[src/itd_mul.sv]
// ----------------------------------------------------------------------------
// itd_mul: shared signed multiplier
// One signed product per cycle, registered at the output.
// ----------------------------------------------------------------------------
module itd_mul #(
  parameter int AW = 37,
  parameter int BW = 32
) (
  input  logic                    clk,
  input  logic signed [AW-1:0]    a,
  input  logic signed [BW-1:0]    b,
  output logic signed [AW+BW-1:0] p
);

  always_ff @(posedge clk) begin
    p <= a * b;
  end

endmodule

[config.mk]
export PLATFORM = sky130hd
export DESIGN_NAME = itd_mul
export DESIGN_NICKNAME = d
export VERILOG_FILES = /design/src/itd_mul.sv
export SDC_FILE = /design/constraint.sdc
export NUM_CORES = 2
export LEC_CHECK = 0
export ABC_AREA = 0
export ABC_CLOCK_PERIOD_IN_PS = 10390
export BUFFER_PORTS_ARGS = -buffer_cell sky130_fd_sc_hd__buf_2
export CORE_MARGIN = 10
export CORE_UTILIZATION = 45
export CTS_CLUSTER_SIZE = 30
export DETAILED_ROUTE_END_ITERATION = 16
export SYNTH_ARGS = -nofsm -noshare
export SYNTH_HDL_FRONTEND = slang
export SYNTH_SLANG_ARGS = --single-unit
[constraint.sdc]
create_clock -name clk -period 10.39 [get_ports clk]
set_input_delay 0.5195 -clock clk [delete_from_list [all_inputs] [get_ports clk]]
set_output_delay 0.5195 -clock clk [all_outputs]
set_load 0.05 [all_outputs]
==> reports/metrics.cfg <==
[status]
status = completed

[clock_network]
htree_levels = 3
cts_tree = built
cts_root_buffer = clkbuf_16
clock-sinks = 69
cts_max_path_buffers = 2
cts.hold.buffers_added = 0
cts.clk_slew.worst_paths_ns = 0.08
post_cts_resize_count = 0
postCtsSetupBuffers = 0
cts-buffers-inserted = 9

[critical_path]
startpoint_type = input port
startpoint = b[9]
worstPathCellList = buf_2, buf_4, and2_1, fa_1, fa_1, inv_1, fa_1, fa_1, inv_1, fa_1, fa_1, fa_1, fa_1, ha_1, a21o_1, a21oi_1, nor2_1, o41ai_1, o211ai_1, a21o_1, a311oi_4, o31ai_1, xor2_1
crit_end = p[63]
crit_cells = 23
critPathMostFrequentCell = fa_1
arrival_ns = 9.38
end_kind = flop
cp_slowest_cell = o41ai_1
path_class = in -> reg
worstPathMaxFanout = 29
cp.required_ns = 10.67
crit_family = adder cells
crit_buf_inv = 4
max_stage_delay_ns = 0.92

[die]
boundaryPins = 139
die_area_um2 = 106300
die_h_um = 326.0
core_um2 = 93190
start_util = 0.4523
placementRows = 112
die_w_um = 326.0

[final_layout]
layout_common_cells = 1232 x fa_1, 1066 x inv_1, 606 x nand2_1, 597 x and2_1, 194 x ha_1
nFillCells = 8999
drive_above_1_share = 0.04393
layout.cells.most_common = fa_1
top_register = p
num-nets-final = 5862
top_regs = p x69
final-seq-area_um2 = 1381
multi_input_area_um2 = 35850
largest_reg_flops = 69
design_area_um2 = 44020
syn_to_final_growth_pct = 4.447

[routing]
drc = 0
viasPerCell = 5.135
ant_nets = 0
num_vias = 28906
drt-total-wl_mm = 114.3
drtIter0Drc = 1481
wl_per_cell_um = 20.31
drt_first_pass_iters = 5

[synthesis]
netlist_area_um2 = 42150
avgSynthCellArea_um2 = 9.505
synth_flop_cell = dfxtp_1
synth_nets = 5930
synth-seq-area-share = 0.03277
syn_inst = 4434
synth_warnings = 0
async_flop_share = 0
synth_edf_count = 0
ys_ff_latch = 69
ys_types = 54

[sta]
hold_violations = 0
worst_pin_slew_ns = 1.054
rsz0062_at_grt = no
finalSetupTns_ns = 0
slew_headroom = 0.2972
period_share = 0.8753
finalMaxSlewViolations = 0
setup_viol = 0
max_freq_ghz = 0.1100
fin_crit_ns = 9.095

[grt]
grt_pass1_vias = 32525
grtUsageTotal = 0.2251
grt_max_degree = 38
antenna_found_initial = 7
overflow = 0
grt_pass1_wl_mm = 185.6

[placed_design]
dp_hpwl_mm = 92.08
port_buffers = 138
place_congestion = 0.8557
post_dp_cell_area_um2 = 43700

[worst_hold_path]
hp-class = in -> reg

[flow_run]
maxCapViolations = 0

worst min-delay path by stage:
stage,cells past startpoint,start,to,slack (ns)
6_report,2,a[0],p[0],0.79
5_1_grt,2,a[0],p[0],0.80
4_1_cts,2,a[0],p[0],0.76
3_5_place_dp,1,p[47],p[47],0.99
3_3_place_gp,1,p[19],p[19],0.99
2_1_floorplan,1,a[0],p[0],0.65
cells by family after synthesis:
family	count (synthesis)	share of synthesized area
fa+ha+maj	1426	0.6428
mux	1	0.0002375
xor+xnor	77	0.01600
compound gates	209	0.03301
flops	69	0.03277
buf+inv	1311	0.1168
simple gates	1341	0.1584
area by class of cell:
cell class	instances	share of cell area
clock inverters	3	0.0009664
repair buffers	165	0.02029
clock buffers	13	0.006139
inverters	1067	0.09098
flip-flops and latches	69	0.03138
well taps	1254	0.03564
diodes	4	0.0002274
multi-input cells	3054	0.8144
cells in the mapped netlist, drive strengths merged (3+ instances only):
master | n | area, µm²
a2111oi | 4 | 53.81
a211oi | 16 | 135.1
a21boi | 3 | 22.52
a21o | 27 | 202.7
a21oi | 63 | 315.3
a221oi | 3 | 26.28
a31oi | 10 | 62.56
and2 | 597 | 3735
and3 | 9 | 56.30
buf | 10 | 37.54
clkbuf | 234 | 878.3
dfxtp | 69 | 1381
fa | 1232 | 24660
ha | 194 | 2427
inv | 1067 | 4005
nand2 | 606 | 2275
nand2b | 11 | 68.82
nand3 | 18 | 90.09
nand4 | 10 | 62.56
nor2 | 66 | 247.7
nor2b | 8 | 50.05
nor3 | 10 | 50.05
o211ai | 6 | 45.04
o21a | 4 | 30.03
o21ai | 40 | 204.0
o21bai | 13 | 97.59
o31ai | 4 | 30.03
xnor2 | 52 | 455.4
xor2 | 25 | 219.0
per-layer routing:
metal  part of all wire  track usage
met2               0.52       0.3965
met1               0.39       0.2793
met3              0.051      0.03532
met4              0.037      0.07547
met5            0.00035            0
metrics by stage:
| stage | util | hold slack [ns] | instances | worst slack, ns |
|---|---|---|---|---|
| 2_1_floorplan | - | 0.6468 | 4434 | 2.618 |
| 3_3_place_gp | 0.4689 | 0.9914 | 5609 | 1.036 |
| 3_5_place_dp | 0.4689 | 0.9899 | 5609 | 1.006 |
| 4_1_cts | 0.4723 | 0.7646 | 5625 | 1.432 |
| 5_1_grt | 0.4724 | 0.7985 | 5628 | 1.126 |
| 6_report | 0.4724 | 0.7935 | 5629 | 1.295 |
Power is left out: the tool's default activity adds up to more than one toggle a clock period on the data nets, which glitch-free logic cannot reach.
