File: config.mk
export PLATFORM = sky130hd
export DESIGN_NAME = itd_cordic
export DESIGN_NICKNAME = d
export VERILOG_FILES = /design/src/itd_pkg.sv /design/src/itd_cordic.sv
export SDC_FILE = /design/constraint.sdc
export NUM_CORES = 1
export LEC_CHECK = 0
export ABC_AREA = 0
export BUFFER_PORTS_ARGS = -buffer_cell sky130_fd_sc_hd__buf_2
export CAP_MARGIN = 20
export CORE_ASPECT_RATIO = 1.5
export CORE_UTILIZATION = 30
export CTS_CLUSTER_DIAMETER = 120
export DETAILED_ROUTE_END_ITERATION = 8
export PLACE_DENSITY = 0.56
export SETUP_SLACK_MARGIN = 0.02
export SYNTH_ARGS = -nofsm -noshare
export SYNTH_HDL_FRONTEND = slang
export SYNTH_SLANG_ARGS = --single-unit
File: constraint.sdc
create_clock -name clk -period 7.97 [get_ports clk]
set_input_delay 0.3985 -clock clk [delete_from_list [all_inputs] [get_ports clk]]
set_output_delay 0.3985 -clock clk [all_outputs]
set_load 0.005 [all_outputs]
File: src/itd_pkg.sv
// ----------------------------------------------------------------------------
// itd_pkg: shared types and constants of the tilt dead reckoning block
// Item and result structs, CORDIC control structs, filter gains, CORDIC
// gain corrections and the arctangent table.
// ----------------------------------------------------------------------------
package itd_pkg;

  typedef struct packed {
    logic signed [15:0] accel_x;
    logic signed [15:0] accel_y;
    logic signed [15:0] accel_z;
    logic signed [31:0] odom_position;
  } sample_t;

  typedef struct packed {
    logic signed [15:0] yaw_angle;
    logic        [14:0] slope_angle;
    logic signed [31:0] track_x;
    logic signed [31:0] track_y;
    logic signed [31:0] tilted_y;
    logic signed [31:0] tilted_z;
  } result_t;

  typedef struct packed {
    logic start;
    logic rotate;
  } cordic_req_t;

  typedef struct packed {
    logic busy;
    logic done;
  } cordic_stat_t;

  localparam int ATAN_LEN = 24;
  localparam logic [31:0] K_FAST = 32'd6554;
  localparam logic [31:0] K_SLOW = 32'd3277;
  localparam logic [31:0] INV_GAIN_Q30 = 32'd652032874;
  localparam logic [31:0] INV_GAIN_Q20 = 32'd636751;

  function automatic logic [31:0] atan_angle(input logic [4:0] idx);
    logic [31:0] v;
    case (idx)
      5'd0: v = 32'd536870912;
      5'd1: v = 32'd316933406;
      5'd2: v = 32'd167458907;
      5'd3: v = 32'd85004756;
      5'd4: v = 32'd42667331;
      5'd5: v = 32'd21354465;
      5'd6: v = 32'd10679838;
      5'd7: v = 32'd5340245;
      5'd8: v = 32'd2670163;
      5'd9: v = 32'd1335087;
      5'd10: v = 32'd667544;
      5'd11: v = 32'd333772;
      5'd12: v = 32'd166886;
      5'd13: v = 32'd83443;
      5'd14: v = 32'd41722;
      5'd15: v = 32'd20861;
      5'd16: v = 32'd10430;
      5'd17: v = 32'd5215;
      5'd18: v = 32'd2608;
      5'd19: v = 32'd1304;
      5'd20: v = 32'd652;
      5'd21: v = 32'd326;
      5'd22: v = 32'd163;
      5'd23: v = 32'd81;
      default: v = 32'd0;
    endcase
    return v;
  endfunction

endpackage

File: src/itd_cordic.sv
// ----------------------------------------------------------------------------
// itd_cordic: shared iterative CORDIC unit
// Vectoring mode gives angle and scaled length of (x,y); rotation mode gives
// Q30 cosine and sine of a binary angle. One micro-rotation per cycle.
// ----------------------------------------------------------------------------
module itd_cordic import itd_pkg::*; #(
  parameter int CW = 37,
  parameter int STEPS = 16
) (
  input  logic                 clk,
  input  logic                 rst,
  input  cordic_req_t          req,
  input  logic signed [CW-1:0] x_in,
  input  logic signed [CW-1:0] y_in,
  input  logic [31:0]          angle_in,
  output logic signed [CW-1:0] x_out,
  output logic signed [CW-1:0] y_out,
  output logic [31:0]          angle_out,
  output cordic_stat_t         stat
);

  localparam int ZW = 34;
  localparam logic signed [CW-1:0] ONE = CW'(signed'(32'h4000_0000));

  logic signed [CW-1:0] x, y, x_next, y_next, shx, shy, cx, cy;
  logic signed [ZW-1:0] z, z_next, at;
  logic [4:0]  cnt;
  logic        busy, done, rotate, zero, neg;
  logic [31:0] fold;

  always_comb begin
    shx = x >>> cnt;
    shy = y >>> cnt;
    at = ZW'(atan_angle(cnt));
    if (rotate) begin
      if (!z[ZW-1]) begin
        x_next = x - shy; y_next = y + shx; z_next = z - at;
      end else begin
        x_next = x + shy; y_next = y - shx; z_next = z + at;
      end
    end else begin
      if (!y[CW-1]) begin
        x_next = x + shy; y_next = y - shx; z_next = z + at;
      end else begin
        x_next = x - shy; y_next = y + shx; z_next = z - at;
      end
    end
    if (angle_in >= 32'h4000_0000 && angle_in < 32'hC000_0000) begin
      fold = angle_in - 32'h8000_0000;
    end else begin
      fold = angle_in;
    end
    cx = (x > ONE) ? ONE : ((x < -ONE) ? -ONE : x);
    cy = (y > ONE) ? ONE : ((y < -ONE) ? -ONE : y);
  end

  always_ff @(posedge clk) begin
    if (rst) begin
      busy <= 1'b0;
      done <= 1'b0;
      cnt <= '0;
    end else begin
      done <= 1'b0;
      if (req.start) begin
        busy <= 1'b1;
        cnt <= '0;
        rotate <= req.rotate;
        if (req.rotate) begin
          x <= CW'(signed'(INV_GAIN_Q30));
          y <= '0;
          z <= ZW'(signed'(fold));
          neg <= (fold != angle_in);
          zero <= 1'b0;
        end else begin
          zero <= (x_in == '0) && (y_in == '0);
          neg <= 1'b0;
          if (x_in[CW-1]) begin
            x <= -x_in; y <= -y_in; z <= ZW'(33'h0_8000_0000);
          end else begin
            x <= x_in; y <= y_in; z <= '0;
          end
        end
      end else if (busy) begin
        x <= x_next;
        y <= y_next;
        z <= z_next;
        cnt <= cnt + 5'd1;
        if (cnt == 5'(STEPS - 1)) begin
          busy <= 1'b0;
          done <= 1'b1;
        end
      end
    end
  end

  always_comb begin
    if (rotate) begin
      x_out = neg ? -cx : cx;
      y_out = neg ? -cy : cy;
    end else begin
      x_out = zero ? '0 : x;
      y_out = zero ? '0 : y;
    end
    angle_out = zero ? 32'd0 : z[31:0];
    stat.busy = busy;
    stat.done = done;
  end

endmodule

==> results.toml <==
[status]
status = "complete, no violations"

[pwr]
total_power_w = 0.00621
irDropWorstVdd_mv = 0.161
p_per_area_nw_per_um2 = 217
p_leak_nw = 11.8

[finish]
post_route_cells_drive_above_1_share_pct = 11.4
final_cell_count_no_fill = 4876
syn2layout_area_growth_pct = 9.99
nFillCells = 9481
final_net_count = 4068
fin_util_pct = 33.3

[routing]
wl_per_cell_um = 23.5
vias = 28919
routed_wl_mm = 115
ant_nets = 0
viasPerCell = 5.93
route.detailed.drc = 0
first_pass_iters = 7
drt-initial-drc-count = 2338

[sta]
max_freq_mhz = 155
rsz0062_at_grt = "false"
tightest_slew_ns = 1.08
fin_crit_sh_pct = 80.9
fin_crit_ns = 6.45
slew_headroom_pct = 27.7
drv_slew = 0
hold_viol_final = 0
setup_viol = 0
final.setup_skew_ns = 0.0216
tns_ns = 0

[die]
start_util_pct = 30.2
die_area_um2 = 88100
fp.coreArea_um2 = 86200
io_pins = 218
rows = 132
die_y_um = 363
die_w_um = 243

[worst_setup_path]
worst-endpoint-arrival_ns = 6.68
rr_startpoint = "cnt[0]"
start_kind = "flop"
critical_path_peak_fanout = 65
worstRegToRegCells = 20
r2r-end = "y[32]"
cp_data_required_time_ns = 8.20
endpoint_kind = "flop"
slowest_stage = "dfxtp_4"
crit_chain = "inv_1, buf_4, mux4_2, nor2_1, a21oi_1, mux2i_1, ha_1, inv_1, fa_1, o21bai_1, a2111oi_0, o31a_1, a211oi_1, o2bb2ai_1, a31oi_1, buf_4, o311ai_0, a2bb2oi_1, xnor2_1, o22ai_1"
r2r_setup_slack_ns = 1.52
slowest_delay_ns = 0.93
crit_type = "reg2reg"

[grt]
grt_pass1_wl_mm = 170
first_global_vias = 27797
overflow = 0
antenna_found_initial = 11
track_usage_pct = 25.2
grtUsageMet3_pct = 4.10
use_met2_pct = 45.5
busiest_layer = "met2"
grt_use_met1_pct = 27.1
grt_max_degree = 130

[yosys]
synthCells = 3683
ys_seq_area_share_pct = 15.6
synth_top_area_cell = "edfxtp_1"
async_flop_share_pct = 0
synthFlopType = "edfxtp_1"
synth_area_leaders = "edfxtp_1 13%, ha_1 11%, a21oi_1 6.5%"
synth-edff-count = 111
ys_ff_latch = 148
ys_types = 88
yosysTopAreaCellShare_pct = 12.8
syn_avg_cell_area_um2 = 7.08
synthesis.nets = 4028
synth_area_um2 = 26100
yosys_warnings = 0

[clock_network]
cts_tree = "done"
htree_levels = 4
cts_setup_buffers = 0
clk_latency_ns = 0.52
clockBufferDepth = 2
cts_hold_buf = 0
cts.sinks = 148
path_clk_slew_ns = 0.09
cts_root_buffer = "clkbuf_16"
cts_inserted_buffers = 17
cts.repair.resized = 0

[worst_hold_path]
hold_path_class = "in2reg"
worstHoldPathCells = 3
hold_path_end = "z[21]"
min_from = "angle_in[21]"

[place]
gp_routability_congestion = 0.979
dp_hpwl_mm = 86.3
port_buffers = 217
placedCellCount = 4843

[run]
max_cap_violations = 0
[state kept, by name, summed over array words and instances (netlist names)]
signal / flops
x: 37
y: 37
z: 34
at: 30
cnt: 5
busy: 1
done: 1
neg: 1
rotate: 1
zero: 1
[final cells by class]
class,instances,area [um2],area share (%)
clock inverters,13,108,0.375
multi-input cells,3056,20200,70.5
flip-flops and latches,148,4080,14.2
well taps,1139,1430,4.97
clock buffers,19,464,1.62
inverters,229,860,3.00
diodes,1,2.50,0.00873
repair buffers,271,1510,5.25
[synth_stat cells, drive strengths merged, types with 18 or more instances]
cell / count
a211oi: 43
o31ai: 61
xor2: 79
o22ai: 59
mux2: 30
a21oi: 342
xnor2: 94
nand2b: 41
or3: 46
or4: 25
mux4: 35
nand4: 24
nand3: 75
o21ai: 317
nor3: 82
or2: 22
clkbuf: 206
nor2: 357
o21bai: 36
ha: 229
a21o: 44
o21a: 53
buf: 44
inv: 224
and3: 18
edfxtp: 111
nor4: 27
o211ai: 32
nand2: 420
a31oi: 44
mux2i: 83
nor2b: 69
dfxtp: 37
o41ai: 22
[worst max path at each step]
stage | end | cells after the start | from
finish | y[32] | 20 | cnt[0]
global route | y[32] | 20 | cnt[0]
CTS | y[32] | 20 | cnt[0]
detailed placement | y[32] | 20 | cnt[0]
global placement | x[35] | 19 | cnt[0]
floorplan | x[0] | 5 | req[1]
[placed cells by master (no fill, tap or decap), types with 24 or more instances in the layout]
master / n
o31ai_1: 61
nand4_1: 24
nor4_1: 27
mux2_2: 30
o21ai_0: 315
o22ai_1: 59
nand3_1: 75
mux4_2: 35
nand2b_1: 40
nand2_1: 420
ha_1: 229
xnor2_1: 94
a21o_1: 44
o211ai_1: 32
or3_1: 45
nor2b_1: 69
xor2_1: 79
or4_1: 24
mux2i_1: 83
nor2_1: 355
buf_4: 54
dfxtp_1: 33
nor3_1: 82
buf_2: 216
o21a_1: 53
a211oi_1: 43
o21bai_1: 36
a21oi_1: 341
inv_1: 221
edfxtp_1: 111
a31oi_1: 44
[report_power, final]
group          internal (W)  leakage, nW  total [W]  switching (W)
clock              0.000434        0.284   0.000879       0.000445
combinational       0.00153         10.1    0.00408        0.00255
sequential         0.000986         1.37    0.00125       0.000262
[critical path, delay by kind of cell, from the launching register on]
family	cells	cell delay [ns]
buf+inv	4	1.19
mux	2	0.67
simple gates	1	0.10
xor+xnor	1	0.18
flops	1	0.93
compound gates	10	2.46
fa+ha+maj	2	0.60
[per-layer routing]
| layer | vias up | routed length, um | share of wire [%] |
|---|---|---|---|
| met2 | 1281 | 57100 | 50 |
| met5 | - | 76 | 0.066 |
| met3 | 365 | 7350 | 6.4 |
| met4 | 12 | 7760 | 6.8 |
| li1 | 13470 | - | - |
| met1 | 13791 | 42400 | 37 |
[metrics by stage]
stage / hold WS (ns) / setup slack [ns] / cell area [um2]
2_1_floorplan: 0.478 / 1.62 / 26100
3_3_place_gp: 0.674 / 1.69 / 28100
3_5_place_dp: 0.677 / 1.61 / 28100
4_1_cts: 0.124 / 1.57 / 28700
5_1_grt: 0.152 / 0.942 / 28700
6_report: 0.158 / 1.52 / 28700
[logic make-up (layout without fill, tap and decap cells)]
kind of cell	count (synthesis)	after routing	synth area share (%)
AO/OA/AOI/OAI	1246	1246	30.3
XOR/XNOR	173	173	5.81
adder cells (fa/ha/maj)	235	235	11.5
buffers and inverters	479	532	6.95
flip-flops	148	148	15.6
multiplexers	148	148	7.51
other	0	1	0
AND/OR/NAND/NOR	1254	1254	22.4
No activity file was read; power rests on OpenSTA's default activity.
